File: config.mk
export PLATFORM = sky130hd
export DESIGN_NAME = level_interface_frequency_tracker_flat
export DESIGN_NICKNAME = d
export VERILOG_FILES = /design/src/hw/rtl/lvlft_pkg.sv /design/src/hw/rtl/lvlft_if.sv /design/src/hw/rtl/level_interface_frequency_tracker.sv /design/src/hw/rtl/lvlft_cfg.sv /design/src/hw/rtl/lvlft_step.sv /design/src/flat_wrapper.sv
export SDC_FILE = /design/constraint.sdc
export NUM_CORES = 1
export LEC_CHECK = 0
export BUFFER_PORTS_ARGS = -buffer_cell sky130_fd_sc_hd__buf_2
export CAP_MARGIN = 20
export CORE_ASPECT_RATIO = 1.2
export CORE_MARGIN = 8
export CORE_UTILIZATION = 41
export CTS_CLUSTER_DIAMETER = 30
export CTS_CLUSTER_SIZE = 8
export DETAILED_ROUTE_END_ITERATION = 7
export PLACE_DENSITY_LB_ADDON = 0.25
export SYNTH_ARGS = -nofsm -noshare
export SYNTH_HDL_FRONTEND = slang
export SYNTH_HIERARCHICAL = 1
export SYNTH_SLANG_ARGS = --single-unit
File: constraint.sdc
create_clock -name clk -period 10.8 [get_ports clk]
set_input_delay 0.54 -clock clk [delete_from_list [all_inputs] [get_ports clk]]
set_output_delay 0.54 -clock clk [all_outputs]
set_load 0.005 [all_outputs]
File: src/hw/rtl/lvlft_pkg.sv
package lvlft_pkg;

  // Field widths.
  localparam int FREQ_W    = 16;
  localparam int POS_W     = 20;
  localparam int DIST_W    = 18;
  localparam int STABLE_W  = 4;
  localparam int ACCEL_W   = 5;
  localparam int SAMPLE_W  = 7;
  localparam int CFG_IDX_W = 3;
  localparam int CFG_DAT_W = 20;

  // Search limits.
  localparam int MAX_ACCEL_STEPS = 10;
  localparam int LOCK_COUNT      = 10;
  localparam int LOOP_LIMIT      = 100;

  // Register values after reset.
  localparam logic [FREQ_W-1:0] RST_TARGET_FREQ = 16'd5500;
  localparam logic [FREQ_W-1:0] RST_AIR_FREQ    = 16'd6500;
  localparam logic [FREQ_W-1:0] RST_OIL_FREQ    = 16'd4500;
  localparam logic [FREQ_W-1:0] RST_LOCK_BAND   = 16'd20;
  localparam logic [POS_W-1:0]  RST_BLIND_ZONE  = 20'd0;
  localparam logic [POS_W-1:0]  RST_TANK_HEIGHT = 20'hFFFFF;

  typedef enum logic [2:0] {
    ST_TRACKING      = 3'd0,
    ST_LOCKED        = 3'd1,
    ST_LOOP_LIMIT    = 3'd2,
    ST_OVERSPEED     = 3'd3,
    ST_LEVEL_HIGH    = 3'd4,
    ST_BLIND_WAIT    = 3'd5,
    ST_BLIND_CLEARED = 3'd6
  } status_t;

  typedef enum logic [1:0] {
    DIR_NONE = 2'd0,
    DIR_UP   = 2'd1,
    DIR_DOWN = 2'd2
  } dir_t;

  typedef enum logic [CFG_IDX_W-1:0] {
    CFG_TARGET_FREQ = 3'd0,
    CFG_AIR_FREQ    = 3'd1,
    CFG_OIL_FREQ    = 3'd2,
    CFG_LOCK_BAND   = 3'd3,
    CFG_BLIND_ZONE  = 3'd4,
    CFG_TANK_HEIGHT = 3'd5,
    CFG_FOLLOW_MODE = 3'd6
  } cfg_index_t;

  typedef struct packed {
    logic [FREQ_W-1:0] target_frequency;
    logic [FREQ_W-1:0] air_freq;
    logic [FREQ_W-1:0] oil_freq;
    logic [FREQ_W-1:0] lock_band;
    logic [POS_W-1:0]  blind_zone;
    logic [POS_W-1:0]  tank_height;
    logic              follow_mode;
  } cfg_t;

  typedef struct packed {
    logic                cmd;
    logic [FREQ_W-1:0]   sensor_frequency;
    logic [POS_W-1:0]    probe_position;
  } sample_t;

  typedef struct packed {
    logic [STABLE_W-1:0] stable_count;
    logic [ACCEL_W-1:0]  down_accel_count;
    logic [ACCEL_W-1:0]  up_accel_count;
    logic [SAMPLE_W-1:0] sample_count;
    logic                blind_waiting;
    status_t             finished_status;
    logic [POS_W-1:0]    level_register;
  } state_t;

  typedef struct packed {
    logic [DIST_W-1:0]   move_distance;
    dir_t                move_direction;
    logic [STABLE_W-1:0] stable_samples;
    status_t             status;
    logic                level_valid;
    logic [POS_W-1:0]    level_value;
  } result_t;

endpackage

File: src/hw/rtl/lvlft_if.sv
// Sample channel: one frequency sample or restart command per word.
interface lvlft_in_if;
  logic                         valid;
  logic                         ready;
  logic                         cmd;
  logic [lvlft_pkg::FREQ_W-1:0] sensor_frequency;
  logic [lvlft_pkg::POS_W-1:0]  probe_position;

  modport source (output valid, cmd, sensor_frequency, probe_position, input ready);
  modport sink   (input valid, cmd, sensor_frequency, probe_position, output ready);
endinterface

// Result channel: one move decision per sample word.
interface lvlft_out_if;
  logic                           valid;
  logic                           ready;
  logic [lvlft_pkg::DIST_W-1:0]   move_distance;
  logic [1:0]                     move_direction;
  logic [lvlft_pkg::STABLE_W-1:0] stable_samples;
  logic [2:0]                     status;
  logic                           level_valid;
  logic [lvlft_pkg::POS_W-1:0]    level_value;

  modport source (output valid, move_distance, move_direction, stable_samples, status,
                  level_valid, level_value, input ready);
  modport sink   (input valid, move_distance, move_direction, stable_samples, status,
                  level_valid, level_value, output ready);
endinterface

File: src/hw/rtl/level_interface_frequency_tracker.sv
// Level-interface frequency tracker.
// Words arrive on the sample channel (valid/ready): either a frequency sample
// with the current probe position, or a restart command. For every accepted
// word exactly one word leaves on the result channel, carrying the probe move
// (distance in 0.01 mm and direction), the in-band sample count, the search
// status and the recorded level.
// Thresholds and limits come from the write port (wr_en, wr_index, wr_data);
// write it only while no sample is in flight.
// An accepted word is registered in the input register, and its result is
// loaded into the output register once that register is free. One word is
// accepted every cycle while the result register is free or being emptied; the
// search state is read and updated by a single pass of logic between the input
// register and the output register.
// Reset clears the search state and the level register, empties both
// registers and loads the default thresholds. When the receiver holds ready
// low, the result register keeps its word and one more word waits in the input
// register; the sample channel stalls only when both are full.
module level_interface_frequency_tracker (
  input  logic                            clk,
  input  logic                            rst,
  lvlft_in_if.sink                        sample,
  lvlft_out_if.source                     result,
  input  logic                            wr_en,
  input  logic [lvlft_pkg::CFG_IDX_W-1:0] wr_index,
  input  logic [lvlft_pkg::CFG_DAT_W-1:0] wr_data
);

  lvlft_pkg::cfg_t    cfg;
  lvlft_pkg::state_t  state, state_next;
  lvlft_pkg::sample_t sample_word;
  lvlft_pkg::result_t result_word, result_next;
  logic               sample_valid;
  logic               result_valid;
  logic               advance;

  lvlft_cfg u_cfg (
    .clk      (clk),
    .rst      (rst),
    .wr_en    (wr_en),
    .wr_index (wr_index),
    .wr_data  (wr_data),
    .cfg      (cfg)
  );

  lvlft_step u_step (
    .cfg        (cfg),
    .state      (state),
    .smp        (sample_word),
    .state_next (state_next),
    .res        (result_next)
  );

  // Handshake: the input word moves on whenever the result register is free.
  assign advance      = sample_valid && (!result_valid || result.ready);
  assign sample.ready = !rst && (!sample_valid || advance);

  // Input register.
  always_ff @(posedge clk) begin
    if (rst) begin
      sample_valid <= 1'b0;
    end else if (sample.ready) begin
      sample_valid <= sample.valid;
    end
  end

  always_ff @(posedge clk) begin
    if (sample.ready && sample.valid) begin
      sample_word.cmd              <= sample.cmd;
      sample_word.sensor_frequency <= sample.sensor_frequency;
      sample_word.probe_position   <= sample.probe_position;
    end
  end

  // Search state, updated once per processed word.
  always_ff @(posedge clk) begin
    if (rst) begin
      state <= '0;
    end else if (advance) begin
      state <= state_next;
    end
  end

  // Result register.
  always_ff @(posedge clk) begin
    if (rst) begin
      result_valid <= 1'b0;
    end else if (advance) begin
      result_valid <= 1'b1;
    end else if (result.ready) begin
      result_valid <= 1'b0;
    end
  end

  always_ff @(posedge clk) begin
    if (advance) begin
      result_word <= result_next;
    end
  end

  assign result.valid          = result_valid;
  assign result.move_distance  = result_word.move_distance;
  assign result.move_direction = result_word.move_direction;
  assign result.stable_samples = result_word.stable_samples;
  assign result.status         = result_word.status;
  assign result.level_valid    = result_word.level_valid;
  assign result.level_value    = result_word.level_value;

  // A finished search never sits in the blind wait.
  assert property (@(posedge clk) disable iff (rst)
    state.finished_status != lvlft_pkg::ST_TRACKING |-> !state.blind_waiting)
    else $error("finished search still waiting in blind zone");

  // The loop counter stops one past the limit.
  assert property (@(posedge clk) disable iff (rst)
    state.sample_count <= lvlft_pkg::SAMPLE_W'(lvlft_pkg::LOOP_LIMIT + 1))
    else $error("sample counter ran past loop limit");

  // After the search has finished, samples give no move and no level update.
  assert property (@(posedge clk) disable iff (rst)
    (advance && !sample_word.cmd && state.finished_status != lvlft_pkg::ST_TRACKING)
    |=> (result_word.move_distance == '0 && result_word.level_valid == 1'b0))
    else $error("finished search produced a move");

  // A move has a direction exactly when its distance is nonzero.
  assert property (@(posedge clk) disable iff (rst)
    result_valid |-> ((result_word.move_distance == '0) ==
                      (result_word.move_direction == lvlft_pkg::DIR_NONE)))
    else $error("move direction and distance disagree");

  // A waiting input word is not lost while the result side stalls.
  assert property (@(posedge clk) disable iff (rst)
    (sample_valid && !advance) |=> sample_valid)
    else $error("stalled input word dropped");

endmodule

File: src/hw/rtl/lvlft_cfg.sv
module lvlft_cfg (
  input  logic                            clk,
  input  logic                            rst,
  input  logic                            wr_en,
  input  logic [lvlft_pkg::CFG_IDX_W-1:0] wr_index,
  input  logic [lvlft_pkg::CFG_DAT_W-1:0] wr_data,
  output lvlft_pkg::cfg_t                 cfg
);

  // Register file, written one register at a time.
  always_ff @(posedge clk) begin
    if (rst) begin
      cfg.target_frequency <= lvlft_pkg::RST_TARGET_FREQ;
      cfg.air_freq         <= lvlft_pkg::RST_AIR_FREQ;
      cfg.oil_freq         <= lvlft_pkg::RST_OIL_FREQ;
      cfg.lock_band        <= lvlft_pkg::RST_LOCK_BAND;
      cfg.blind_zone       <= lvlft_pkg::RST_BLIND_ZONE;
      cfg.tank_height      <= lvlft_pkg::RST_TANK_HEIGHT;
      cfg.follow_mode      <= 1'b0;
    end else if (wr_en) begin
      case (lvlft_pkg::cfg_index_t'(wr_index))
        lvlft_pkg::CFG_TARGET_FREQ: begin
          cfg.target_frequency <= wr_data[lvlft_pkg::FREQ_W-1:0];
        end
        lvlft_pkg::CFG_AIR_FREQ: begin
          cfg.air_freq <= wr_data[lvlft_pkg::FREQ_W-1:0];
        end
        lvlft_pkg::CFG_OIL_FREQ: begin
          cfg.oil_freq <= wr_data[lvlft_pkg::FREQ_W-1:0];
        end
        lvlft_pkg::CFG_LOCK_BAND: begin
          cfg.lock_band <= wr_data[lvlft_pkg::FREQ_W-1:0];
        end
        lvlft_pkg::CFG_BLIND_ZONE: begin
          cfg.blind_zone <= wr_data[lvlft_pkg::POS_W-1:0];
        end
        lvlft_pkg::CFG_TANK_HEIGHT: begin
          cfg.tank_height <= wr_data[lvlft_pkg::POS_W-1:0];
        end
        lvlft_pkg::CFG_FOLLOW_MODE: begin
          cfg.follow_mode <= wr_data[0];
        end
        default: begin
        end
      endcase
    end
  end

endmodule

File: src/hw/rtl/lvlft_step.sv
module lvlft_step (
  input  lvlft_pkg::cfg_t    cfg,
  input  lvlft_pkg::state_t  state,
  input  lvlft_pkg::sample_t smp,
  output lvlft_pkg::state_t  state_next,
  output lvlft_pkg::result_t res
);

  localparam logic signed [17:0] FAST_ERR    = 18'sd500;
  localparam logic signed [17:0] EDGE_MARGIN = 18'sd200;
  localparam logic [13:0]        ACCEL_STEP  = 14'd400;
  localparam logic signed [19:0] HALVE_BELOW = 20'sd500;
  localparam logic signed [19:0] FLOOR_BELOW = 20'sd60;
  localparam logic [lvlft_pkg::DIST_W-1:0] FLOOR_DIST = 18'd10;
  localparam logic [lvlft_pkg::POS_W-1:0]  HIGH_MARGIN = 20'd1000;

  // Frequency errors, signed, in Hz.
  logic signed [17:0] diff;
  logic signed [17:0] air_gap;
  logic signed [17:0] oil_gap;
  logic signed [17:0] band;

  assign diff    = $signed({2'b00, cfg.target_frequency}) - $signed({2'b00, smp.sensor_frequency});
  assign air_gap = $signed({2'b00, cfg.air_freq}) - $signed({2'b00, smp.sensor_frequency});
  assign oil_gap = $signed({2'b00, smp.sensor_frequency}) - $signed({2'b00, cfg.oil_freq});
  assign band    = $signed({2'b00, cfg.lock_band});

  // Move branch selection, in priority order.
  logic down_fast, down_slow, up_fast, up_slow, in_band;

  assign down_fast = (diff > FAST_ERR) || (air_gap < EDGE_MARGIN);
  assign down_slow = diff > band;
  assign up_fast   = (diff < -FAST_ERR) || (oil_gap < EDGE_MARGIN);
  assign up_slow   = diff < -band;
  assign in_band   = (diff <= band) && (diff >= -band) &&
                     (air_gap > EDGE_MARGIN) && (oil_gap > EDGE_MARGIN);

  // Accelerated step: 4 mm for each earlier accelerated sample plus the error.
  logic [13:0]        accel_dn, accel_up;
  logic signed [19:0] diff_x;

  assign accel_dn = 14'(state.down_accel_count) * ACCEL_STEP;
  assign accel_up = 14'(state.up_accel_count) * ACCEL_STEP;
  assign diff_x   = 20'(diff);

  logic [5:0]         over, lower;
  logic signed [19:0] dist_raw, move_len;
  lvlft_pkg::dir_t    dir_raw;

  always_comb begin
    over     = '0;
    lower    = '0;
    dist_raw = '0;
    dir_raw  = lvlft_pkg::DIR_NONE;
    if (down_fast) begin
      over     = {1'b0, state.down_accel_count} + 6'd1;
      dist_raw = $signed({6'b0, accel_dn}) + diff_x;
      dir_raw  = lvlft_pkg::DIR_DOWN;
    end else if (down_slow) begin
      dist_raw = diff_x;
      dir_raw  = lvlft_pkg::DIR_DOWN;
    end else if (up_fast) begin
      lower    = {1'b0, state.up_accel_count} + 6'd1;
      dist_raw = $signed({6'b0, accel_up}) - diff_x;
      dir_raw  = lvlft_pkg::DIR_UP;
    end else if (up_slow) begin
      dist_raw = -diff_x;
      dir_raw  = lvlft_pkg::DIR_UP;
    end
  end

  assign move_len = in_band ? 20'sd0 : dist_raw;

  // Short steps are halved; anything under 0.3 mm after halving becomes 0.1 mm.
  logic [lvlft_pkg::DIST_W-1:0] out_dist;
  lvlft_pkg::dir_t              out_dir;
  logic signed [19:0]           dist_half;

  assign dist_half = move_len >>> 1;

  always_comb begin
    out_dist = '0;
    out_dir  = lvlft_pkg::DIR_NONE;
    if (move_len != 20'sd0) begin
      out_dir = dir_raw;
      if (move_len < FLOOR_BELOW) begin
        out_dist = FLOOR_DIST;
      end else if (move_len < HALVE_BELOW) begin
        out_dist = dist_half[lvlft_pkg::DIST_W-1:0];
      end else begin
        out_dist = move_len[lvlft_pkg::DIST_W-1:0];
      end
    end
  end

  // Counter updates for a tracked sample.
  logic [lvlft_pkg::STABLE_W-1:0] stable_inc;
  logic                           overspeed;
  logic                           pos_high;
  logic                           pos_blind;

  assign stable_inc = in_band ? ((&state.stable_count) ? state.stable_count
                                                       : state.stable_count + 1'b1)
                              : '0;
  assign overspeed  = (over > 6'(lvlft_pkg::MAX_ACCEL_STEPS)) ||
                      (lower > 6'(lvlft_pkg::MAX_ACCEL_STEPS));
  assign pos_high   = (cfg.tank_height < HIGH_MARGIN) ||
                      (smp.probe_position >= cfg.tank_height - HIGH_MARGIN);
  assign pos_blind  = smp.probe_position < cfg.blind_zone;

  // Sample flow: restart, finished, blind wait, loop limit, then tracking.
  always_comb begin
    state_next         = state;
    res.move_distance  = '0;
    res.move_direction = lvlft_pkg::DIR_NONE;
    res.status         = lvlft_pkg::ST_TRACKING;
    res.level_valid    = 1'b0;
    if (smp.cmd) begin
      state_next.stable_count     = '0;
      state_next.down_accel_count = '0;
      state_next.up_accel_count   = '0;
      state_next.sample_count     = '0;
      state_next.blind_waiting    = 1'b0;
      state_next.finished_status  = lvlft_pkg::ST_TRACKING;
    end else if (state.finished_status != lvlft_pkg::ST_TRACKING) begin
      res.status = state.finished_status;
    end else if (state.blind_waiting) begin
      if (diff < 18'sd0) begin
        state_next.blind_waiting = 1'b0;
        if (state.stable_count >= lvlft_pkg::STABLE_W'(lvlft_pkg::LOCK_COUNT)) begin
          state_next.finished_status = lvlft_pkg::ST_LOCKED;
          res.status                 = lvlft_pkg::ST_LOCKED;
        end else begin
          res.status = lvlft_pkg::ST_BLIND_CLEARED;
        end
      end else begin
        res.status = lvlft_pkg::ST_BLIND_WAIT;
      end
    end else if (state.sample_count > lvlft_pkg::SAMPLE_W'(lvlft_pkg::LOOP_LIMIT)) begin
      state_next.finished_status = lvlft_pkg::ST_LOOP_LIMIT;
      res.status                 = lvlft_pkg::ST_LOOP_LIMIT;
    end else begin
      state_next.sample_count     = state.sample_count + 1'b1;
      state_next.down_accel_count = over[5] ? '1 : over[lvlft_pkg::ACCEL_W-1:0];
      state_next.up_accel_count   = lower[5] ? '1 : lower[lvlft_pkg::ACCEL_W-1:0];
      state_next.stable_count     = stable_inc;
      res.move_distance           = out_dist;
      res.move_direction          = out_dir;
      if (overspeed) begin
        state_next.finished_status = lvlft_pkg::ST_OVERSPEED;
        res.status                 = lvlft_pkg::ST_OVERSPEED;
      end else begin
        if (cfg.follow_mode) begin
          state_next.level_register = smp.probe_position;
          res.level_valid           = 1'b1;
        end
        if (pos_high) begin
          state_next.finished_status = lvlft_pkg::ST_LEVEL_HIGH;
          res.status                 = lvlft_pkg::ST_LEVEL_HIGH;
        end else if (pos_blind) begin
          state_next.blind_waiting = 1'b1;
          res.status               = lvlft_pkg::ST_BLIND_WAIT;
        end else if (stable_inc >= lvlft_pkg::STABLE_W'(lvlft_pkg::LOCK_COUNT)) begin
          state_next.finished_status = lvlft_pkg::ST_LOCKED;
          res.status                 = lvlft_pkg::ST_LOCKED;
        end
      end
    end
    res.stable_samples = state_next.stable_count;
    res.level_value    = state_next.level_register;
  end

endmodule

File: src/flat_wrapper.sv
// flat-port wrapper written by rule: the top's interface ports become plain ports
module level_interface_frequency_tracker_flat 
  (clk, rst, wr_en, wr_index, wr_data, sample_valid, sample_cmd, sample_sensor_frequency, sample_probe_position, sample_ready, result_valid, result_move_distance, result_move_direction, result_stable_samples, result_status, result_level_valid, result_level_value, result_ready);
  lvlft_in_if sample_i ();
  lvlft_out_if result_i ();
  input  logic clk;
  input  logic rst;
  input  logic wr_en;
  input  logic [lvlft_pkg::CFG_IDX_W-1:0] wr_index;
  input  logic [lvlft_pkg::CFG_DAT_W-1:0] wr_data;
  input wire logic [$bits(sample_i.valid)-1:0] sample_valid;
  input wire logic [$bits(sample_i.cmd)-1:0] sample_cmd;
  input wire logic [$bits(sample_i.sensor_frequency)-1:0] sample_sensor_frequency;
  input wire logic [$bits(sample_i.probe_position)-1:0] sample_probe_position;
  output wire logic [$bits(sample_i.ready)-1:0] sample_ready;
  output wire logic [$bits(result_i.valid)-1:0] result_valid;
  output wire logic [$bits(result_i.move_distance)-1:0] result_move_distance;
  output wire logic [$bits(result_i.move_direction)-1:0] result_move_direction;
  output wire logic [$bits(result_i.stable_samples)-1:0] result_stable_samples;
  output wire logic [$bits(result_i.status)-1:0] result_status;
  output wire logic [$bits(result_i.level_valid)-1:0] result_level_valid;
  output wire logic [$bits(result_i.level_value)-1:0] result_level_value;
  input wire logic [$bits(result_i.ready)-1:0] result_ready;
  assign sample_i.valid = sample_valid;
  assign sample_i.cmd = sample_cmd;
  assign sample_i.sensor_frequency = sample_sensor_frequency;
  assign sample_i.probe_position = sample_probe_position;
  assign sample_ready = sample_i.ready;
  assign result_valid = result_i.valid;
  assign result_move_distance = result_i.move_distance;
  assign result_move_direction = result_i.move_direction;
  assign result_stable_samples = result_i.stable_samples;
  assign result_status = result_i.status;
  assign result_level_valid = result_i.level_valid;
  assign result_level_value = result_i.level_value;
  assign result_i.ready = result_ready;
  level_interface_frequency_tracker u_core (.clk(clk), .rst(rst), .sample(sample_i), .result(result_i), .wr_en(wr_en), .wr_index(wr_index), .wr_data(wr_data));
endmodule
==> metrics.md <==
| Metric | Value |
|---|---|
| Post-synthesis share of cell area spent on xor and xnor gates | 4.32% |
| Result of the run | completed |
| Number of library cell types mapped by synthesis | 109 |
| Sequential share of the synthesized area | 29.4% |
| Most numerous cell in the Yosys netlist | sky130_fd_sc_hd__nand2b_1 |
| Ys async rst share | 0% |
| Crit start category | register |
| Number of nets in the synthesized netlist | 2383 |
| Source-to-sink clock delay at the later pin of the worst-skew pair | 0.61 ns |
| Basic-gate share of the synthesized area counting and, or, nand and nor cells | 21.6% |
| Met3 layer usage reported by global route | 3.34% |
| Cell count after placement | 2770 |
| # Max-Cap Violations | 0 |
| DRC violations left | 0 |
| Post-DRT Antenna Nets | 0 |
| Required @ worst endpoint | 11.26 ns |
| Via/cell ratio | 5.62 |
| Total detailed-routing wirelength | 53600 microns |
| Routing usage on met1 | 23.4% |
| Count of boundary I/O pins | 115 |
| Top cell type's share of synthesized area | 16.0% |
| Synth Area in Compound Gates | 16.4% |
| RSZ-0062 raised after global routing | false |
| Fraction of met2 tracks used by global routing | 34.2% |
| Violation count after the first detailed-route iteration | 1116 |
| Via count | 16165 |
| Placed cell areas | 19800 sq um |
| Global route overflow | 0 |
| Die Y | 252 microns |
| Main combinational cell family by area after synthesis | simple AND/OR/NAND/NOR gates |
| Number of buffers on the longest clock path | 3 |
| Number of iterations in the first detailed-routing pass | 7 |
| Endpoint arrival time on the critical path | 7.91 ns |
| Worst clock skew on the final layout | 0.0482 ns |
| Syn-to-layout area delta | 13.9% |
| CTS resizes | 0 |
| Worst slack at placement | 3.35 ns |
| TritonCTS clock tree | done |
| DPL Wire Length | 40900 microns |
| Effective utilization at floorplan | 41.5% |
| Peak Freq | 0.134 GHz |
| Non-filler instance count after layout | 2875 |
| FF-to-FF path depth | 24 |
| Clock edge transition at the registers on the reported setup and hold paths | 0.05 ns |
| Slew at the pin closest to its max-slew limit | 1.14 ns |
| Total die area | 53700 sq um |
| DR WL/cell | 18.6 microns |
| Post-synth EDFFs | 85 |
| Number of instances in the synthesized netlist | 2146 |
| Arithmetic-cell share of the synthesized area counting full adders, half adders and majority gates | 11.8% |
| Worst setup path category | register to register |
| Final critical-path share of the clock period | 68.9% |
| DIE WIDTH | 213 microns |
| Most instantiated flip-flop cell in the synthesis netlist | sky130_fd_sc_hd__dfxtp_1 |
| Pwr dens | 145 nW/um^2 |
| YS warnings | 6 |
| Min-Delay Path Depth | 1 |
| Antenna cell count | 0 |
| Gpl congestion | 0.902 |
| Clock H-tree levels | 2 |
| Post-route cell area | 21700 sq um |
| TritonCTS Sinks | 237 |
| Post-synthesis mux area share | 10.1% |
| Filler cell count | 4436 |
| Area of the core | 45900 sq um |
| Leading post-synthesis cells by instance count | 192 x sky130_fd_sc_hd__nand2b_1, 179 x sky130_fd_sc_hd__nor2_1, 166 x sky130_fd_sc_hd__ha_1 |
| CTS Buf Count | 56 |
| Global-route usage over all layers | 19.6% |
| Final count of pins violating max slew | 0 |
| Capturing element type of the critical path | register |
| Number of port buffers | 114 |
| TNS Setup | 0 ns |
| Min Tclk post-route | 7.45 ns |
| Mapped Area | 19100 sq um |
| Max transition margin | 23.7% |
| Maximum number of pins on one net before global-route repair | 104 |
| Max Fanout on Critical Path | 22 |
| Setup violations, final | 0 |
| Initial antenna violation count | 0 |
| Standby leakage power | 0.00901 uW |
| Proportion of layout cells with a drive suffix above 1 | 13.6% |
| Average size of a mapped cell | 8.88 sq um |
| Top area cells in the synthesized netlist | sky130_fd_sc_hd__dfxtp_1 16%, sky130_fd_sc_hd__edfxtp_1 13%, sky130_fd_sc_hd__ha_1 11% |
| First-pass GRT wire length | 85300 microns |
| Layer with the highest usage after global routing | met2 |
| Total Nets Final | 2449 |
| Setup Buffers After CTS | 0 |
| Worst IR Drop VDD | 0.000179 V |
| Root buffer selected by CTS | sky130_fd_sc_hd__clkbuf_16 |
| Number of core rows | 86 |
| Number of hold violations in the final report | 0 |
| Number of global-route vias before repair | 16100 |
| Number of storage elements in the synthesis netlist | 237 |
| Worst path setup slack after routing | 3.35 ns |
| Post-synth top area cell | sky130_fd_sc_hd__dfxtp_1 |
| Hold-fix buffers, CTS | 0 |
| Class of the worst hold path | input pin to register |
[kinds of logic after synthesis]
kind of cell	after synthesis
other	1
and+or+nand+nor	754
xor gates and xnor gates	94
buffers and inverters	249
DFF	237
muxes	190
adders and majority gates	177
AOI/OAI and AO/OA	444
[path summary, 6_finish.rpt]
check	from	endpoint	slack (ns)
worst max-delay path	u_core/sample_word[20]	u_core/state[7]	3.35
worst min-delay path	sample_sensor_frequency[14]	u_core/sample_word[34]	0.10
worst max register to register	u_core/sample_word[20]	u_core/state[7]	3.35
worst min register to register	u_core/u_cfg/cfg[40]	u_core/u_cfg/cfg[40]	0.47
[cell type report]
cell class | count | area (sq um) | area share, %
clock inverters | 36 | 390 | 1.80
repair buffers | 129 | 686 | 3.16
flip-flops and latches | 237 | 5600 | 25.8
clock buffers | 69 | 1530 | 7.05
inverters | 128 | 480 | 2.21
multi-input cells | 1660 | 12300 | 56.5
well taps | 616 | 771 | 3.55
[worst max-delay path, stage by stage, from the launching register on]
cell	delay (ns)
sky130_fd_sc_hd__edfxtp_1	0.38
sky130_fd_sc_hd__ha_1	0.18
sky130_fd_sc_hd__inv_1	0.05
sky130_fd_sc_hd__fa_1	0.45
sky130_fd_sc_hd__a211oi_2	0.39
sky130_fd_sc_hd__o31ai_2	0.15
sky130_fd_sc_hd__a31oi_1	0.33
sky130_fd_sc_hd__xnor2_1	0.16
sky130_fd_sc_hd__buf_4	0.22
sky130_fd_sc_hd__ha_1	0.28
sky130_fd_sc_hd__nand4_1	0.14
sky130_fd_sc_hd__a211oi_1	0.06
sky130_fd_sc_hd__a211oi_1	0.32
sky130_fd_sc_hd__nor2b_1	0.08
sky130_fd_sc_hd__a2111oi_0	0.57
sky130_fd_sc_hd__maj3_1	0.33
sky130_fd_sc_hd__maj3_2	0.22
sky130_fd_sc_hd__o21a_1	0.33
sky130_fd_sc_hd__nand2_1	0.27
sky130_fd_sc_hd__o32ai_1	0.75
sky130_fd_sc_hd__nor2_1	0.16
sky130_fd_sc_hd__nand2_1	0.83
sky130_fd_sc_hd__mux2_2	0.44
sky130_fd_sc_hd__nand2b_1	0.08
sky130_fd_sc_hd__mux2i_1	0.07
[through the flow]
stage | util (%) | hold slack [ns] | total power, uW
floorplan | - | 0.445 | 1340
global placement | 43.1 | 0.455 | 1460
detailed placement | 43.1 | 0.462 | 1470
CTS | 47.3 | 0.0691 | 3170
global route | 47.3 | 0.0656 | 3270
finish | 47.3 | 0.102 | 3140
[cells in the final DEF, fill, tap and decap left out, drive strengths merged, types with 85 or more instances in the layout]
cell    Yosys  final
a21oi     107    107
buf        70    129
dfxtp     152    152
edfxtp     85     85
ha        166    166
inv       128    134
mux2i     165    165
nand2      95     95
nand2b    192    192
nor2      190    190
[routing by layer]
| layer | vias up | routed length (microns) |
|---|---|---|
| li1 | 7920 | - |
| met1 | 7741 | 23000 |
| met4 | 0 | 1980 |
| met3 | 117 | 2220 |
| met2 | 387 | 26400 |
| met5 | - | 0 |
[report_power, final]
part           switching (uW)  internal, uW
Clock                     571          1110
Sequential               17.9           954
Combinational             298           189
Total                     886          2250
[sequential cells by signal, indices dropped and copies added, names as in the netlist, 2 cells and up]
signal                        count
u_core/result.status              3
u_core/result.move_distance      18
u_core/sample_word               37
u_core/u_cfg/cfg                105
u_core/result.stable_samples      4
u_core/state                     45
u_core/result.move_direction      2
u_core/result.level_value        20
No activity file was read; power rests on OpenSTA's default activity.
